File: config.mk
export PLATFORM = sky130hd
export DESIGN_NAME = supply_voltage_monitor
export DESIGN_NICKNAME = d
export VERILOG_FILES = /design/src/hdl/svm_pkg.sv /design/src/hdl/svm_fifo.sv /design/src/hdl/svm_front.sv /design/src/hdl/svm_div.sv /design/src/hdl/svm_back.sv /design/src/hdl/supply_voltage_monitor.sv
export VERILOG_INCLUDE_DIRS = /design/src /design/src/hdl
export SDC_FILE = /design/constraint.sdc
export NUM_CORES = 2
export LEC_CHECK = 0
export BUFFER_PORTS_ARGS = -buffer_cell sky130_fd_sc_hd__buf_2
export CORE_MARGIN = 5
export CORE_UTILIZATION = 50
export DETAILED_ROUTE_END_ITERATION = 16
export HOLD_SLACK_MARGIN = 0.03
export PLACE_DENSITY = 0.66
export RECOVER_POWER = 100
export SKIP_LAST_GASP = 1
export SLEW_MARGIN = 0
export SYNTH_ARGS = -nofsm -noshare
export SYNTH_HDL_FRONTEND = slang
export SYNTH_HIERARCHICAL = 1
export SYNTH_SLANG_ARGS = --single-unit
File: constraint.sdc
create_clock -name clk -period 22.1 [get_ports clk]
set_input_delay 2.21 -clock clk [delete_from_list [all_inputs] [get_ports clk]]
set_output_delay 2.21 -clock clk [all_outputs]
set_load 0.02 [all_outputs]
File: src/hdl/supply_voltage_monitor_assert.svh
// Assertion macros shared by the monitor modules.
// Both expect signals named clk and rst in the module that uses them.
`ifndef SUPPLY_VOLTAGE_MONITOR_ASSERT_SVH
`define SUPPLY_VOLTAGE_MONITOR_ASSERT_SVH

// The consequent must hold in the same cycle as the antecedent.
`define SVM_ASSERT_NOW(label, ante, cons) \
  label: assert property (@(posedge clk) disable iff (rst) (ante) |-> (cons)) \
    else $error("supply voltage monitor assertion failed");

// The consequent must hold in the cycle after the antecedent.
`define SVM_ASSERT_NEXT(label, ante, cons) \
  label: assert property (@(posedge clk) disable iff (rst) (ante) |=> (cons)) \
    else $error("supply voltage monitor assertion failed");

`endif

File: src/hdl/svm_pkg.sv
`default_nettype none
package svm_pkg;

  localparam int SAMPLE_W = 16;
  localparam int COUNT_W  = 8;
  localparam int SUM_W    = 24;
  localparam int PROD_W   = 2 * SAMPLE_W;
  localparam int DIV_W    = 34;
  localparam int DIV_STEPS = DIV_W / 2;
  localparam int DIV_CNT_W = $clog2(DIV_STEPS + 1);
  localparam int CFG_IDX_W  = 4;
  localparam int CFG_DATA_W = 16;

  localparam logic [SAMPLE_W-1:0] SAT16 = '1;

  typedef enum logic [CFG_IDX_W-1:0] {
    CFG_SAMPLES_PER_BURST   = 4'd0,
    CFG_REFERENCE_MV        = 4'd1,
    CFG_FULL_SCALE_RAW      = 4'd2,
    CFG_DIVIDER_NUMERATOR   = 4'd3,
    CFG_DIVIDER_DENOMINATOR = 4'd4,
    CFG_TRIM_NUMERATOR      = 4'd5,
    CFG_TRIM_DENOMINATOR    = 4'd6,
    CFG_SMOOTHING_SHIFT     = 4'd7
  } cfg_reg_t;

  typedef struct packed {
    logic [SAMPLE_W-1:0] reference_mv;
    logic [SAMPLE_W-1:0] full_scale_raw;
    logic [SAMPLE_W-1:0] divider_numerator;
    logic [SAMPLE_W-1:0] divider_denominator;
    logic [SAMPLE_W-1:0] trim_numerator;
    logic [SAMPLE_W-1:0] trim_denominator;
    logic [4:0]          smoothing_shift;
  } svm_cfg_t;

  typedef struct packed {
    logic                fail;
    logic [SUM_W-1:0]    sum;
    logic [SAMPLE_W-1:0] min;
    logic [SAMPLE_W-1:0] max;
    logic [COUNT_W-1:0]  count;
  } svm_job_t;

endpackage
`default_nettype wire

File: src/hdl/svm_fifo.sv
`default_nettype none
`include "supply_voltage_monitor_assert.svh"
module svm_fifo
  import svm_pkg::*;
(
  input  wire logic     clk,
  input  wire logic     rst,
  input  wire logic     push,
  input  wire svm_job_t push_data,
  output logic          full,
  input  wire logic     pop,
  output svm_job_t      pop_data,
  output logic          empty
);

  svm_job_t   entries [2];
  logic       wr_ptr;
  logic       rd_ptr;
  logic [1:0] count;

  assign full     = (count == 2'd2);
  assign empty    = (count == 2'd0);
  assign pop_data = entries[rd_ptr];

  always_ff @(posedge clk) begin
    if (push) begin
      entries[wr_ptr] <= push_data;
    end
  end

  always_ff @(posedge clk) begin
    if (rst) begin
      wr_ptr <= 1'b0;
      rd_ptr <= 1'b0;
      count  <= 2'd0;
    end else begin
      if (push) begin
        wr_ptr <= ~wr_ptr;
      end
      if (pop) begin
        rd_ptr <= ~rd_ptr;
      end
      count <= count + 2'(push) - 2'(pop);
    end
  end

  `SVM_ASSERT_NOW(a_no_push_when_full, push, !full)
  `SVM_ASSERT_NOW(a_no_pop_when_empty, pop, !empty)
  `SVM_ASSERT_NOW(a_count_in_range, 1'b1, count <= 2'd2)

endmodule
`default_nettype wire

File: src/hdl/svm_front.sv
`default_nettype none
module svm_front
  import svm_pkg::*;
(
  input  wire logic                clk,
  input  wire logic                rst,
  input  wire logic                in_valid,
  output logic                     in_ready,
  input  wire logic [SAMPLE_W-1:0] raw_sample,
  input  wire logic                read_ok,
  input  wire logic [COUNT_W-1:0]  samples_per_burst,
  input  wire logic                job_full,
  output logic                     job_push,
  output svm_job_t                 job_data
);

  logic [COUNT_W-1:0]  burst_index;
  logic [SUM_W-1:0]    burst_sum;
  logic [SAMPLE_W-1:0] burst_min;
  logic [SAMPLE_W-1:0] burst_max;

  logic                accept;
  logic [COUNT_W:0]    index_next;
  logic [COUNT_W:0]    target;
  logic [SUM_W-1:0]    sum_next;
  logic [SAMPLE_W-1:0] min_next;
  logic [SAMPLE_W-1:0] max_next;
  logic                burst_end;

  assign in_ready = !job_full;
  assign accept   = in_valid && in_ready;

  always_comb begin
    target     = (samples_per_burst == '0) ? (COUNT_W+1)'(1)
                                           : {1'b0, samples_per_burst};
    index_next = {1'b0, burst_index} + (COUNT_W+1)'(1);
    if (burst_index == '0) begin
      sum_next = SUM_W'(raw_sample);
      min_next = raw_sample;
      max_next = raw_sample;
    end else begin
      sum_next = burst_sum + SUM_W'(raw_sample);
      min_next = (raw_sample < burst_min) ? raw_sample : burst_min;
      max_next = (raw_sample > burst_max) ? raw_sample : burst_max;
    end
    burst_end = (index_next >= target);
  end

  assign job_push       = accept && (!read_ok || burst_end);
  assign job_data.fail  = !read_ok;
  assign job_data.sum   = sum_next;
  assign job_data.min   = min_next;
  assign job_data.max   = max_next;
  assign job_data.count = index_next[COUNT_W-1:0];

  always_ff @(posedge clk) begin
    if (rst) begin
      burst_index <= '0;
      burst_sum   <= '0;
    end else if (accept) begin
      if (!read_ok || burst_end) begin
        burst_index <= '0;
        burst_sum   <= '0;
      end else begin
        burst_index <= index_next[COUNT_W-1:0];
        burst_sum   <= sum_next;
      end
    end
  end

  always_ff @(posedge clk) begin
    if (accept && read_ok) begin
      burst_min <= min_next;
      burst_max <= max_next;
    end
  end

endmodule
`default_nettype wire

File: src/hdl/svm_div.sv
`default_nettype none
module svm_div
  import svm_pkg::*;
(
  input  wire logic                clk,
  input  wire logic                rst,
  input  wire logic                start,
  input  wire logic [DIV_W-1:0]    dividend,
  input  wire logic [SAMPLE_W-1:0] divisor,
  output logic                     busy,
  output logic                     done,
  output logic [DIV_W-1:0]         quotient
);

  logic [SAMPLE_W-1:0]  rem;
  logic [SAMPLE_W-1:0]  div_reg;
  logic [DIV_W-1:0]     quo;
  logic [DIV_CNT_W-1:0] cnt;
  logic [SAMPLE_W-1:0]  rem_next;
  logic [DIV_W-1:0]     quo_next;

  // Two restoring steps per cycle.
  always_comb begin
    logic [SAMPLE_W:0] trial;
    rem_next = rem;
    quo_next = quo;
    for (int i = 0; i < 2; i++) begin
      trial    = {rem_next, quo_next[DIV_W-1]};
      quo_next = {quo_next[DIV_W-2:0], 1'b0};
      if (trial >= {1'b0, div_reg}) begin
        trial       = trial - {1'b0, div_reg};
        quo_next[0] = 1'b1;
      end
      rem_next = trial[SAMPLE_W-1:0];
    end
  end

  assign busy     = (cnt != '0);
  assign quotient = quo;

  always_ff @(posedge clk) begin
    if (rst) begin
      cnt  <= '0;
      done <= 1'b0;
    end else begin
      done <= 1'b0;
      if (start) begin
        cnt <= DIV_CNT_W'(DIV_STEPS);
      end else if (busy) begin
        cnt <= cnt - DIV_CNT_W'(1);
        if (cnt == DIV_CNT_W'(1)) begin
          done <= 1'b1;
        end
      end
    end
  end

  always_ff @(posedge clk) begin
    if (start) begin
      quo     <= dividend;
      rem     <= '0;
      div_reg <= divisor;
    end else if (busy) begin
      quo <= quo_next;
      rem <= rem_next;
    end
  end

endmodule
`default_nettype wire

File: src/hdl/svm_back.sv
`default_nettype none
`include "supply_voltage_monitor_assert.svh"
module svm_back
  import svm_pkg::*;
(
  input  wire logic                clk,
  input  wire logic                rst,
  input  wire svm_cfg_t            cfg,
  input  wire logic                job_empty,
  output logic                     job_pop,
  input  wire svm_job_t            job_data,
  output logic                     out_valid,
  input  wire logic                out_ready,
  output logic                     valid_res,
  output logic [SAMPLE_W-1:0]      mean_raw,
  output logic [SAMPLE_W-1:0]      pin_mv,
  output logic [SAMPLE_W-1:0]      sample_supply_mv,
  output logic [SAMPLE_W-1:0]      filtered_supply_mv
);

  typedef enum logic [14:0] {
    S_IDLE = 15'h0001,
    S_TRIM = 15'h0002,
    S_MGO  = 15'h0004,
    S_MDIV = 15'h0008,
    S_PMUL = 15'h0010,
    S_PGO  = 15'h0020,
    S_PDIV = 15'h0040,
    S_RMUL = 15'h0080,
    S_RGO  = 15'h0100,
    S_RDIV = 15'h0200,
    S_TMUL = 15'h0400,
    S_TGO  = 15'h0800,
    S_TDIV = 15'h1000,
    S_FILT = 15'h2000,
    S_DONE = 15'h4000
  } state_t;

  state_t              state;
  svm_job_t            job;
  logic [SUM_W-1:0]    sum_t;
  logic [COUNT_W-1:0]  n_t;
  logic [SAMPLE_W-1:0] mean;
  logic [SAMPLE_W-1:0] pin;
  logic [SAMPLE_W-1:0] smp;
  logic [PROD_W-1:0]   prod;
  logic [SAMPLE_W-1:0] smoothed;
  logic                primed;
  logic [SAMPLE_W-1:0] last_mean_raw;
  logic [SAMPLE_W-1:0] last_pin_mv;
  logic [SAMPLE_W-1:0] last_sample_mv;

  logic                div_start;
  logic [DIV_W-1:0]    div_dividend;
  logic [SAMPLE_W-1:0] div_divisor;
  logic                div_busy;
  logic                div_done;
  logic [DIV_W-1:0]    div_quotient;
  logic [SAMPLE_W-1:0] div_sat;
  logic [SAMPLE_W-1:0] mul_a;
  logic [SAMPLE_W-1:0] mul_b;
  logic [PROD_W-1:0]   mul_res;
  logic [SAMPLE_W-1:0] filt_next;
  logic [SAMPLE_W-1:0] step;
  logic                trim_on;
  logic                out_free;

  svm_div u_div (
    .clk      (clk),
    .rst      (rst),
    .start    (div_start),
    .dividend (div_dividend),
    .divisor  (div_divisor),
    .busy     (div_busy),
    .done     (div_done),
    .quotient (div_quotient)
  );

  assign job_pop  = (state == S_IDLE) && !job_empty;
  assign out_free = !out_valid || out_ready;
  assign trim_on  = (cfg.trim_numerator != '0) && (cfg.trim_denominator != '0);
  assign div_sat  = (div_quotient[DIV_W-1:SAMPLE_W] != '0) ? SAT16
                                                          : div_quotient[SAMPLE_W-1:0];
  assign mul_res  = mul_a * mul_b;

  always_comb begin
    div_start    = 1'b0;
    div_dividend = DIV_W'(prod);
    div_divisor  = cfg.full_scale_raw;
    mul_a        = mean;
    mul_b        = cfg.reference_mv;
    case (state)
      S_MGO: begin
        div_start    = 1'b1;
        div_dividend = DIV_W'(sum_t) + DIV_W'(n_t >> 1);
        div_divisor  = SAMPLE_W'(n_t);
      end
      S_PGO: begin
        div_start    = 1'b1;
        div_dividend = DIV_W'(prod) + DIV_W'(cfg.full_scale_raw >> 1);
        div_divisor  = cfg.full_scale_raw;
      end
      S_RGO: begin
        div_start    = 1'b1;
        div_dividend = DIV_W'(prod) + DIV_W'(cfg.divider_denominator >> 1);
        div_divisor  = cfg.divider_denominator;
      end
      S_TGO: begin
        div_start    = 1'b1;
        div_dividend = DIV_W'(prod) + DIV_W'(cfg.trim_denominator >> 1);
        div_divisor  = cfg.trim_denominator;
      end
      S_RMUL: begin
        mul_a = pin;
        mul_b = cfg.divider_numerator;
      end
      S_TMUL: begin
        mul_a = smp;
        mul_b = cfg.trim_numerator;
      end
      default: begin
      end
    endcase
  end

  // The output moves by at least one towards a differing sample.
  always_comb begin
    step = '0;
    if (smp >= smoothed) begin
      step = (smp - smoothed) >> cfg.smoothing_shift;
      if (step == '0 && smp != smoothed) begin
        step = SAMPLE_W'(1);
      end
      filt_next = smoothed + step;
    end else begin
      step = (smoothed - smp) >> cfg.smoothing_shift;
      if (step == '0) begin
        step = SAMPLE_W'(1);
      end
      filt_next = smoothed - step;
    end
    if (cfg.smoothing_shift == '0 || !primed) begin
      filt_next = smp;
    end
  end

  always_ff @(posedge clk) begin
    if (rst) begin
      out_valid <= 1'b0;
    end else if (state == S_DONE && out_free) begin
      out_valid <= 1'b1;
    end else if (out_ready) begin
      out_valid <= 1'b0;
    end
  end

  always_ff @(posedge clk) begin
    if (rst) begin
      state          <= S_IDLE;
      smoothed       <= '0;
      primed         <= 1'b0;
      last_mean_raw  <= '0;
      last_pin_mv    <= '0;
      last_sample_mv <= '0;
    end else begin
      case (state)
        S_IDLE: begin
          if (!job_empty) begin
            job   <= job_data;
            state <= job_data.fail ? S_DONE : S_TRIM;
          end
        end
        S_TRIM: begin
          if (job.count > COUNT_W'(2)) begin
            sum_t <= job.sum - SUM_W'(job.min) - SUM_W'(job.max);
            n_t   <= job.count - COUNT_W'(2);
          end else begin
            sum_t <= job.sum;
            n_t   <= job.count;
          end
          state <= S_MGO;
        end
        S_MGO: begin
          state <= S_MDIV;
        end
        S_MDIV: begin
          if (div_done) begin
            mean  <= div_quotient[SAMPLE_W-1:0];
            state <= S_PMUL;
          end
        end
        S_PMUL: begin
          if (cfg.full_scale_raw == '0) begin
            pin   <= '0;
            state <= S_RMUL;
          end else begin
            prod  <= mul_res;
            state <= S_PGO;
          end
        end
        S_PGO: begin
          state <= S_PDIV;
        end
        S_PDIV: begin
          if (div_done) begin
            pin   <= div_quotient[SAMPLE_W-1:0];
            state <= S_RMUL;
          end
        end
        S_RMUL: begin
          if (cfg.divider_denominator == '0) begin
            smp   <= '0;
            state <= S_TMUL;
          end else begin
            prod  <= mul_res;
            state <= S_RGO;
          end
        end
        S_RGO: begin
          state <= S_RDIV;
        end
        S_RDIV: begin
          if (div_done) begin
            smp   <= div_sat;
            state <= S_TMUL;
          end
        end
        S_TMUL: begin
          if (trim_on) begin
            prod  <= mul_res;
            state <= S_TGO;
          end else begin
            state <= S_FILT;
          end
        end
        S_TGO: begin
          state <= S_TDIV;
        end
        S_TDIV: begin
          if (div_done) begin
            smp   <= div_sat;
            state <= S_FILT;
          end
        end
        S_FILT: begin
          smoothed       <= filt_next;
          primed         <= 1'b1;
          last_mean_raw  <= mean;
          last_pin_mv    <= pin;
          last_sample_mv <= smp;
          state          <= S_DONE;
        end
        S_DONE: begin
          if (out_free) begin
            state <= S_IDLE;
          end
        end
        default: begin
          state <= S_IDLE;
        end
      endcase
    end
  end

  always_ff @(posedge clk) begin
    if (state == S_DONE && out_free) begin
      valid_res          <= !job.fail;
      mean_raw           <= last_mean_raw;
      pin_mv             <= last_pin_mv;
      sample_supply_mv   <= last_sample_mv;
      filtered_supply_mv <= smoothed;
    end
  end

  `SVM_ASSERT_NOW(a_div_start_idle, div_start, !div_busy)
  `SVM_ASSERT_NEXT(a_filter_bypass, state == S_FILT && cfg.smoothing_shift == '0,
                   smoothed == last_sample_mv)
  `SVM_ASSERT_NOW(a_result_from_done, $rose(out_valid), $past(state == S_DONE))

endmodule
`default_nettype wire

File: src/hdl/supply_voltage_monitor.sv
// A sample is taken whenever the queue is not full, whether or not it ends a burst.
// A completed burst gives its result after serial divisions for the mean, pin voltage
// and divider ratio, plus the trim with calibration on, at two quotient bits a cycle;
// a zero full scale or divider denominator skips its division. A failed read skips them all.
// The back end takes the next of up to two queued requests the cycle after loading a result.
// Reset is synchronous and active high; it restores register defaults and control state.
`default_nettype none
module supply_voltage_monitor
  import svm_pkg::*;
(
  input  wire logic                  clk,
  input  wire logic                  rst,
  input  wire logic                  in_valid,
  output logic                       in_ready,
  input  wire logic [SAMPLE_W-1:0]   raw_sample,
  input  wire logic                  read_ok,
  output logic                       out_valid,
  input  wire logic                  out_ready,
  output logic                       valid_res,
  output logic [SAMPLE_W-1:0]        mean_raw,
  output logic [SAMPLE_W-1:0]        pin_mv,
  output logic [SAMPLE_W-1:0]        sample_supply_mv,
  output logic [SAMPLE_W-1:0]        filtered_supply_mv,
  input  wire logic                  cfg_valid,
  output logic                       cfg_ready,
  input  wire logic [CFG_IDX_W-1:0]  cfg_index,
  input  wire logic [CFG_DATA_W-1:0] cfg_data
);

  logic [COUNT_W-1:0] samples_per_burst;
  svm_cfg_t           cfg;
  logic               job_push;
  logic               job_pop;
  logic               job_full;
  logic               job_empty;
  svm_job_t           job_in;
  svm_job_t           job_out;

  assign cfg_ready = 1'b1;

  always_ff @(posedge clk) begin
    if (rst) begin
      samples_per_burst       <= COUNT_W'(1);
      cfg.reference_mv        <= SAMPLE_W'(3300);
      cfg.full_scale_raw      <= SAMPLE_W'(4095);
      cfg.divider_numerator   <= SAMPLE_W'(1);
      cfg.divider_denominator <= SAMPLE_W'(1);
      cfg.trim_numerator      <= '0;
      cfg.trim_denominator    <= '0;
      cfg.smoothing_shift     <= '0;
    end else if (cfg_valid && cfg_ready) begin
      case (cfg_reg_t'(cfg_index))
        CFG_SAMPLES_PER_BURST:   samples_per_burst       <= cfg_data[COUNT_W-1:0];
        CFG_REFERENCE_MV:        cfg.reference_mv        <= cfg_data;
        CFG_FULL_SCALE_RAW:      cfg.full_scale_raw      <= cfg_data;
        CFG_DIVIDER_NUMERATOR:   cfg.divider_numerator   <= cfg_data;
        CFG_DIVIDER_DENOMINATOR: cfg.divider_denominator <= cfg_data;
        CFG_TRIM_NUMERATOR:      cfg.trim_numerator      <= cfg_data;
        CFG_TRIM_DENOMINATOR:    cfg.trim_denominator    <= cfg_data;
        CFG_SMOOTHING_SHIFT:     cfg.smoothing_shift     <= cfg_data[4:0];
        default: begin
        end
      endcase
    end
  end

  svm_front u_front (
    .clk               (clk),
    .rst               (rst),
    .in_valid          (in_valid),
    .in_ready          (in_ready),
    .raw_sample        (raw_sample),
    .read_ok           (read_ok),
    .samples_per_burst (samples_per_burst),
    .job_full          (job_full),
    .job_push          (job_push),
    .job_data          (job_in)
  );

  svm_fifo u_fifo (
    .clk       (clk),
    .rst       (rst),
    .push      (job_push),
    .push_data (job_in),
    .full      (job_full),
    .pop       (job_pop),
    .pop_data  (job_out),
    .empty     (job_empty)
  );

  svm_back u_back (
    .clk                (clk),
    .rst                (rst),
    .cfg                (cfg),
    .job_empty          (job_empty),
    .job_pop            (job_pop),
    .job_data           (job_out),
    .out_valid          (out_valid),
    .out_ready          (out_ready),
    .valid_res          (valid_res),
    .mean_raw           (mean_raw),
    .pin_mv             (pin_mv),
    .sample_supply_mv   (sample_supply_mv),
    .filtered_supply_mv (filtered_supply_mv)
  );

endmodule
`default_nettype wire

==> report_table.html <==
<table>
<tr><th>Metric</th><th>Value</th></tr>
<tr><th colspan="2">Clock tree</th></tr>
<tr><td>CTS Buffer Depth</td><td>3</td></tr>
<tr><td>Clock latency on the worst-skew pair</td><td>around 0.68 ns</td></tr>
<tr><td>Total clock buffers created by CTS</td><td>between 70 and 80</td></tr>
<tr><td>Clock-pin slew on the worst setup and hold paths</td><td>0.06 ns</td></tr>
<tr><td>H-tree depth reported by CTS</td><td>3</td></tr>
<tr><td># Post-CTS Setup Buffers</td><td>0</td></tr>
<tr><td>Resize count post-CTS</td><td>0</td></tr>
<tr><td>Hold bufs inserted after CTS</td><td>0</td></tr>
<tr><td>CTS tree</td><td>built</td></tr>
<tr><td>CTS root buffer</td><td>sky130_fd_sc_hd__clkbuf_16</td></tr>
<tr><td>CTS sink count</td><td>703</td></tr>
<tr><th colspan="2">Pwr</th></tr>
<tr><td>Combinational power share</td><td>31.4%</td></tr>
<tr><td>Leak</td><td>between 20 and 25 nW</td></tr>
<tr><td>Net Sw Frac</td><td>33.4%</td></tr>
<tr><td>Net switching power</td><td>~0.0015 W</td></tr>
<tr><td>Proportion of power drawn by flip-flops and latches</td><td>39.3%</td></tr>
<tr><td>Internal power summed over all cells</td><td>0.00301 W</td></tr>
<tr><td>Fraction of power consumed by the clock network</td><td>between 20% and 30%</td></tr>
<tr><td>Power per cell area</td><td>between 80 and 90 nW/um^2</td></tr>
<tr><td>Worst vdd rail ir drop</td><td>0.0697 mV</td></tr>
<tr><th colspan="2">Placed design</th></tr>
<tr><td>Routability congestion estimate from global placement</td><td>0.966</td></tr>
<tr><td>Count of buffers from port buffering</td><td>108</td></tr>
<tr><td>Detailed-placement wirelength estimate</td><td>between 90000 and 100000 um</td></tr>
<tr><th colspan="2">Yosys</th></tr>
<tr><td>Complex-gate fraction of the synthesized area</td><td>between 10 and 15%</td></tr>
<tr><td>Synthesized area per cell</td><td>approximately 10 um^2</td></tr>
<tr><td>Number of synthesized flops with an enable pin</td><td>454</td></tr>
<tr><td>Number of flip-flops and latches in the synthesized netlist</td><td>between 700 and 800</td></tr>
<tr><td>Gate Count Post-Synth</td><td>4656</td></tr>
<tr><td>Syn Nets</td><td>~5200</td></tr>
<tr><td>Predominant post-synthesis flop cell</td><td>sky130_fd_sc_hd__edfxtp_1</td></tr>
<tr><td>Proportion of register bits with asynchronous set or reset after synthesis</td><td>0%</td></tr>
<tr><td>Combinational family with the most area after synthesis</td><td>adder cells</td></tr>
<tr><td>Yosys warning total</td><td>6</td></tr>
<tr><td>Share of cell area taken by muxes after synthesis</td><td>7.39%</td></tr>
<tr><td>Xor and xnor area share after synthesis</td><td>roughly 3.4%</td></tr>
<tr><td>Fraction of the mapped netlist area in adder cells</td><td>16.8%</td></tr>
<tr><td>Sequential cell area fraction in the yosys report</td><td>between 30% and 40%</td></tr>
<tr><td>Synthesized-area fraction occupied by and/or/nand/nor cells</td><td>between 10 and 15%</td></tr>
<tr><td>Post-synthesis instance area</td><td>47300 um^2</td></tr>
<tr><td>Post-synthesis cell type count</td><td>120</td></tr>
<tr><th colspan="2">Worst setup path</th></tr>
<tr><td>Critical Path AT</td><td>between 10 and 15 ns</td></tr>
<tr><td>Worst R2R End</td><td>u_back/prod[31]$_DFFE_PP_</td></tr>
<tr><td>Startpoint kind of the worst setup timing path</td><td>flop</td></tr>
<tr><td>Launching element of the worst setup path</td><td>u_back/state[0]$_SDFFE_PP1P_</td></tr>
<tr><td>Endpoint kind of the worst setup timing path</td><td>flop</td></tr>
<tr><td>Reg-to-Reg Start</td><td>u_back/state[0]$_SDFFE_PP1P_</td></tr>
<tr><td>Data required, critical path</td><td>22.51 ns</td></tr>
<tr><td>Worst setup path end</td><td>u_back/prod[31]$_DFFE_PP_</td></tr>
<tr><td>Largest stage delay on the critical path</td><td>about 1.8 ns</td></tr>
<tr><td>Type of the worst setup path</td><td>reg2reg</td></tr>
<tr><td>Critical-path cell with the highest stage delay</td><td>sky130_fd_sc_hd__clkbuf_1</td></tr>
<tr><td>Reg-to-reg setup timing slack</td><td>about 10 ns</td></tr>
<tr><td>Most frequent CP cell</td><td>sky130_fd_sc_hd__fa_1</td></tr>
<tr><td>Peak fanout along the critical path</td><td>between 50 and 60</td></tr>
<tr><td>FF-to-FF path depth</td><td>34</td></tr>
<tr><th colspan="2">Timing</th></tr>
<tr><td>Final setup violation count</td><td>0</td></tr>
<tr><td>RSZ-0062 raised after global routing</td><td>no</td></tr>
<tr><td>Final clock period utilization by the worst path</td><td>between 50% and 60%</td></tr>
<tr><td>Summed negative setup slack over all endpoints</td><td>0 ns</td></tr>
<tr><td>Total count of hold-check failures in the final report</td><td>0</td></tr>
<tr><td>Shortest clock period the worst path allows after layout</td><td>between 10 and 15 ns</td></tr>
<tr><td>Actual transition at the worst max-transition pin</td><td>approximately 4.2 ns</td></tr>
<tr><td>Max Clock Freq</td><td>84.0 MHz</td></tr>
<tr><td>Max-slew violation total from the final report</td><td>about 860</td></tr>
<tr><td>Final clock skew</td><td>about 0.043 ns</td></tr>
<tr><td>Slew margin rel.</td><td>-183%</td></tr>
<tr><th colspan="2">Die</th></tr>
<tr><td>Standard-cell rows</td><td>between 100 and 150</td></tr>
<tr><td>Starting Density</td><td>around half</td></tr>
<tr><td>CORE AREA</td><td>between 90000 and 100000 um^2</td></tr>
<tr><td>Die outline height</td><td>318 um</td></tr>
<tr><td>Top-level port count</td><td>110</td></tr>
<tr><td>Die span in x</td><td>318 um</td></tr>
<tr><td>Die Outline Area</td><td>101000 um^2</td></tr>
<tr><th colspan="2">Global routing</th></tr>
<tr><td>Overflow left after global routing</td><td>0</td></tr>
<tr><td>First-pass GRT wire length</td><td>between 150000 and 200000 um</td></tr>
<tr><td>Largest net degree at the start of global routing</td><td>roughly 100</td></tr>
<tr><td>Initial antenna violation count</td><td>3</td></tr>
<tr><td>Global-route usage over all layers</td><td>about a quarter</td></tr>
<tr><td>Vias in the first global route</td><td>between 30000 and 40000</td></tr>
<tr><th colspan="2">Detailed routing</th></tr>
<tr><td>Routed wire length</td><td>125000 um</td></tr>
<tr><td>Antenna Nets Post-Route</td><td>0</td></tr>
<tr><td>Via total after detailed routing</td><td>between 30000 and 40000</td></tr>
<tr><td>Post-route DRC violation count</td><td>0</td></tr>
<tr><td>Starting DRC count in detailed routing</td><td>around 3100</td></tr>
<tr><td>Iteration count of the initial detailed-routing pass</td><td>6</td></tr>
<tr><td>Detailed-route vias per instance</td><td>about 5.8</td></tr>
<tr><td>Routed wirelength normalized by instance count</td><td>about 21 um</td></tr>
<tr><th colspan="2">Min path</th></tr>
<tr><td>Path category of the worst min-delay check</td><td>reg2reg</td></tr>
<tr><th colspan="2">Final layout</th></tr>
<tr><td>Growth of design area from synthesis to finish</td><td>8.07%</td></tr>
<tr><td>Registers with the highest flip-flop counts</td><td>u_fifo/entries x130, cfg x101, u_back/job x65</td></tr>
<tr><td>Reg with most FFs</td><td>u_fifo/entries</td></tr>
<tr><td>Number of nets at the end of the flow</td><td>5255</td></tr>
<tr><td>Max reg flops</td><td>130</td></tr>
<tr><td>Utilization after layout</td><td>54.6%</td></tr>
<tr><td>Count of antenna diodes in the layout</td><td>0</td></tr>
<tr><td>Share of final-layout standard cells stronger than drive strength 1</td><td>under 10%</td></tr>
<tr><th colspan="2">Status</th></tr>
<tr><td>Violations in the final reports</td><td>max-capacitance violations, max-slew violations</td></tr>
<tr><td>Outcome</td><td>complete, but fails checks</td></tr>
<tr><th colspan="2">Run</th></tr>
<tr><td>Count of maximum capacitance violations</td><td>18</td></tr>
</table>
metal layers:
layer / vias up / share of wire, % / wire (um) / global-route usage (%)
met2: 1250 / 45 / 56400 / 38.0
met5: - / 0 / 0 / 0
met3: 153 / 7.7 / 9700 / 4.18
li1: 16476 / - / - / -
met4: 0 / 2.7 / 3380 / 6.70
met1: 17353 / 45 / 55900 / 34.8
logic make-up after synthesis:
logic type	after synthesis
AO/OA/AOI/OAI	886
XOR/XNOR	181
adder cells (fa/ha/maj)	506
buffers and inverters	628
flip-flops	703
multiplexers	305
other	2
AND/OR/NAND/NOR	1445
power groups by stage:
stage                     Clock [W]  Combinational [W]  Sequential, W
final                       0.00132            0.00142        0.00177
after global routing        0.00141            0.00159        0.00179
after CTS                   0.00135            0.00147        0.00177
after detailed placement          0            0.00146        0.00179
after global placement            0            0.00144        0.00179
after floorplan                   0            0.00116        0.00173
synthesized netlist by cell type (67+ instances only):
cell                         n  area, um^2
sky130_fd_sc_hd__dfxtp_1   249        4980
sky130_fd_sc_hd__xnor2_1   110         963
sky130_fd_sc_hd__clkbuf_1  139         522
sky130_fd_sc_hd__ha_1      287        3590
sky130_fd_sc_hd__nand2b_1  142         888
sky130_fd_sc_hd__and2_1     67         419
sky130_fd_sc_hd__o21ai_0   146         731
sky130_fd_sc_hd__fa_1      218        4360
sky130_fd_sc_hd__nor2_1    408        1530
sky130_fd_sc_hd__mux2_2    102        1150
sky130_fd_sc_hd__edfxtp_1  454       13600
sky130_fd_sc_hd__mux2i_1   148        1480
sky130_fd_sc_hd__xor2_1     70         613
sky130_fd_sc_hd__a21oi_1   241        1210
sky130_fd_sc_hd__nand2_1   476        1790
sky130_fd_sc_hd__inv_1     434        1630
worst min-delay path by stage:
stage	start	end	slack (ns)	cells past startpoint
floorplan	u_back/last_mean_raw[0]$_SDFFE_PP0P_	u_back/mean_raw[0]$_DFFE_PP_	0.41	0
global placement	u_back/last_sample_mv[6]$_SDFFE_PP0P_	u_back/sample_supply_mv[6]$_DFFE_PP_	0.41	0
detailed placement	u_back/last_pin_mv[13]$_SDFFE_PP0P_	u_back/pin_mv[13]$_DFFE_PP_	0.41	0
CTS	u_back/last_pin_mv[13]$_SDFFE_PP0P_	u_back/pin_mv[13]$_DFFE_PP_	0.43	0
global route	u_back/last_sample_mv[13]$_SDFFE_PP0P_	u_back/sample_supply_mv[13]$_DFFE_PP_	0.44	0
finish	u_back/last_pin_mv[13]$_SDFFE_PP0P_	u_back/pin_mv[13]$_DFFE_PP_	0.43	0
through the flow:
stage                     hold WS (ns)  std cells  instance area, um^2  setup slack, ns  total power [W]
after detailed placement         0.415       5882                48900            12.13          0.00325
final                            0.427       6026                51100            10.19          0.00452
after floorplan                  0.408       4656                47300            13.54          0.00289
after global routing             0.443       6026                51100             9.18          0.00479
after global placement           0.412       5882                48900            12.29          0.00323
after CTS                        0.426       6026                51600            12.11          0.00459
worst max-delay path, delay by kind of cell, from the launching register on:
family / cells / cell delay (ns)
buffers and inverters: 6 / 2.61
adder cells (fa/ha/maj): 7 / 3.39
AND/OR/NAND/NOR: 10 / 2.39
XOR/XNOR: 1 / 0.11
AO/OA/AOI/OAI: 10 / 2.77
flip-flops: 1 / 0.36
cells in the final DEF, fill, tap and decap left out, types with 28 or more instances in the layout:
| cell type | n |
|---|---|
| sky130_fd_sc_hd__a22oi_1 | 39 |
| sky130_fd_sc_hd__nor2_1 | 405 |
| sky130_fd_sc_hd__or3_1 | 28 |
| sky130_fd_sc_hd__dfxtp_1 | 249 |
| sky130_fd_sc_hd__fa_1 | 218 |
| sky130_fd_sc_hd__ha_1 | 287 |
| sky130_fd_sc_hd__xnor2_1 | 110 |
| sky130_fd_sc_hd__nand3_1 | 56 |
| sky130_fd_sc_hd__buf_2 | 34 |
| sky130_fd_sc_hd__nand2b_1 | 142 |
| sky130_fd_sc_hd__edfxtp_1 | 454 |
| sky130_fd_sc_hd__buf_4 | 34 |
| sky130_fd_sc_hd__nor4_1 | 39 |
| sky130_fd_sc_hd__mux2_1 | 85 |
| sky130_fd_sc_hd__a221oi_1 | 32 |
| sky130_fd_sc_hd__a211oi_1 | 58 |
| sky130_fd_sc_hd__and2_1 | 52 |
| sky130_fd_sc_hd__a221o_1 | 29 |
| sky130_fd_sc_hd__clkbuf_16 | 80 |
| sky130_fd_sc_hd__a21oi_1 | 242 |
| sky130_fd_sc_hd__xor2_1 | 70 |
| sky130_fd_sc_hd__mux2i_1 | 148 |
| sky130_fd_sc_hd__o21ai_0 | 149 |
| sky130_fd_sc_hd__a21o_1 | 47 |
| sky130_fd_sc_hd__inv_1 | 434 |
| sky130_fd_sc_hd__o21a_1 | 49 |
| sky130_fd_sc_hd__nand4_1 | 31 |
| sky130_fd_sc_hd__nand2_1 | 476 |
| sky130_fd_sc_hd__nor3_1 | 49 |
| sky130_fd_sc_hd__clkbuf_1 | 124 |
| sky130_fd_sc_hd__mux2_2 | 65 |
area by class of cell:
class,count,area [um^2]
Inverter,435,1630
Clock inverter,30,448
Multi-Input combinational cell,3325,25800
Sequential cell,703,18600
Tap cell,1254,1570
Clock buffer,114,2200
Fill cell,8426,42500
Timing Repair Buffer,165,790
(Power assumes the default switching activity.)
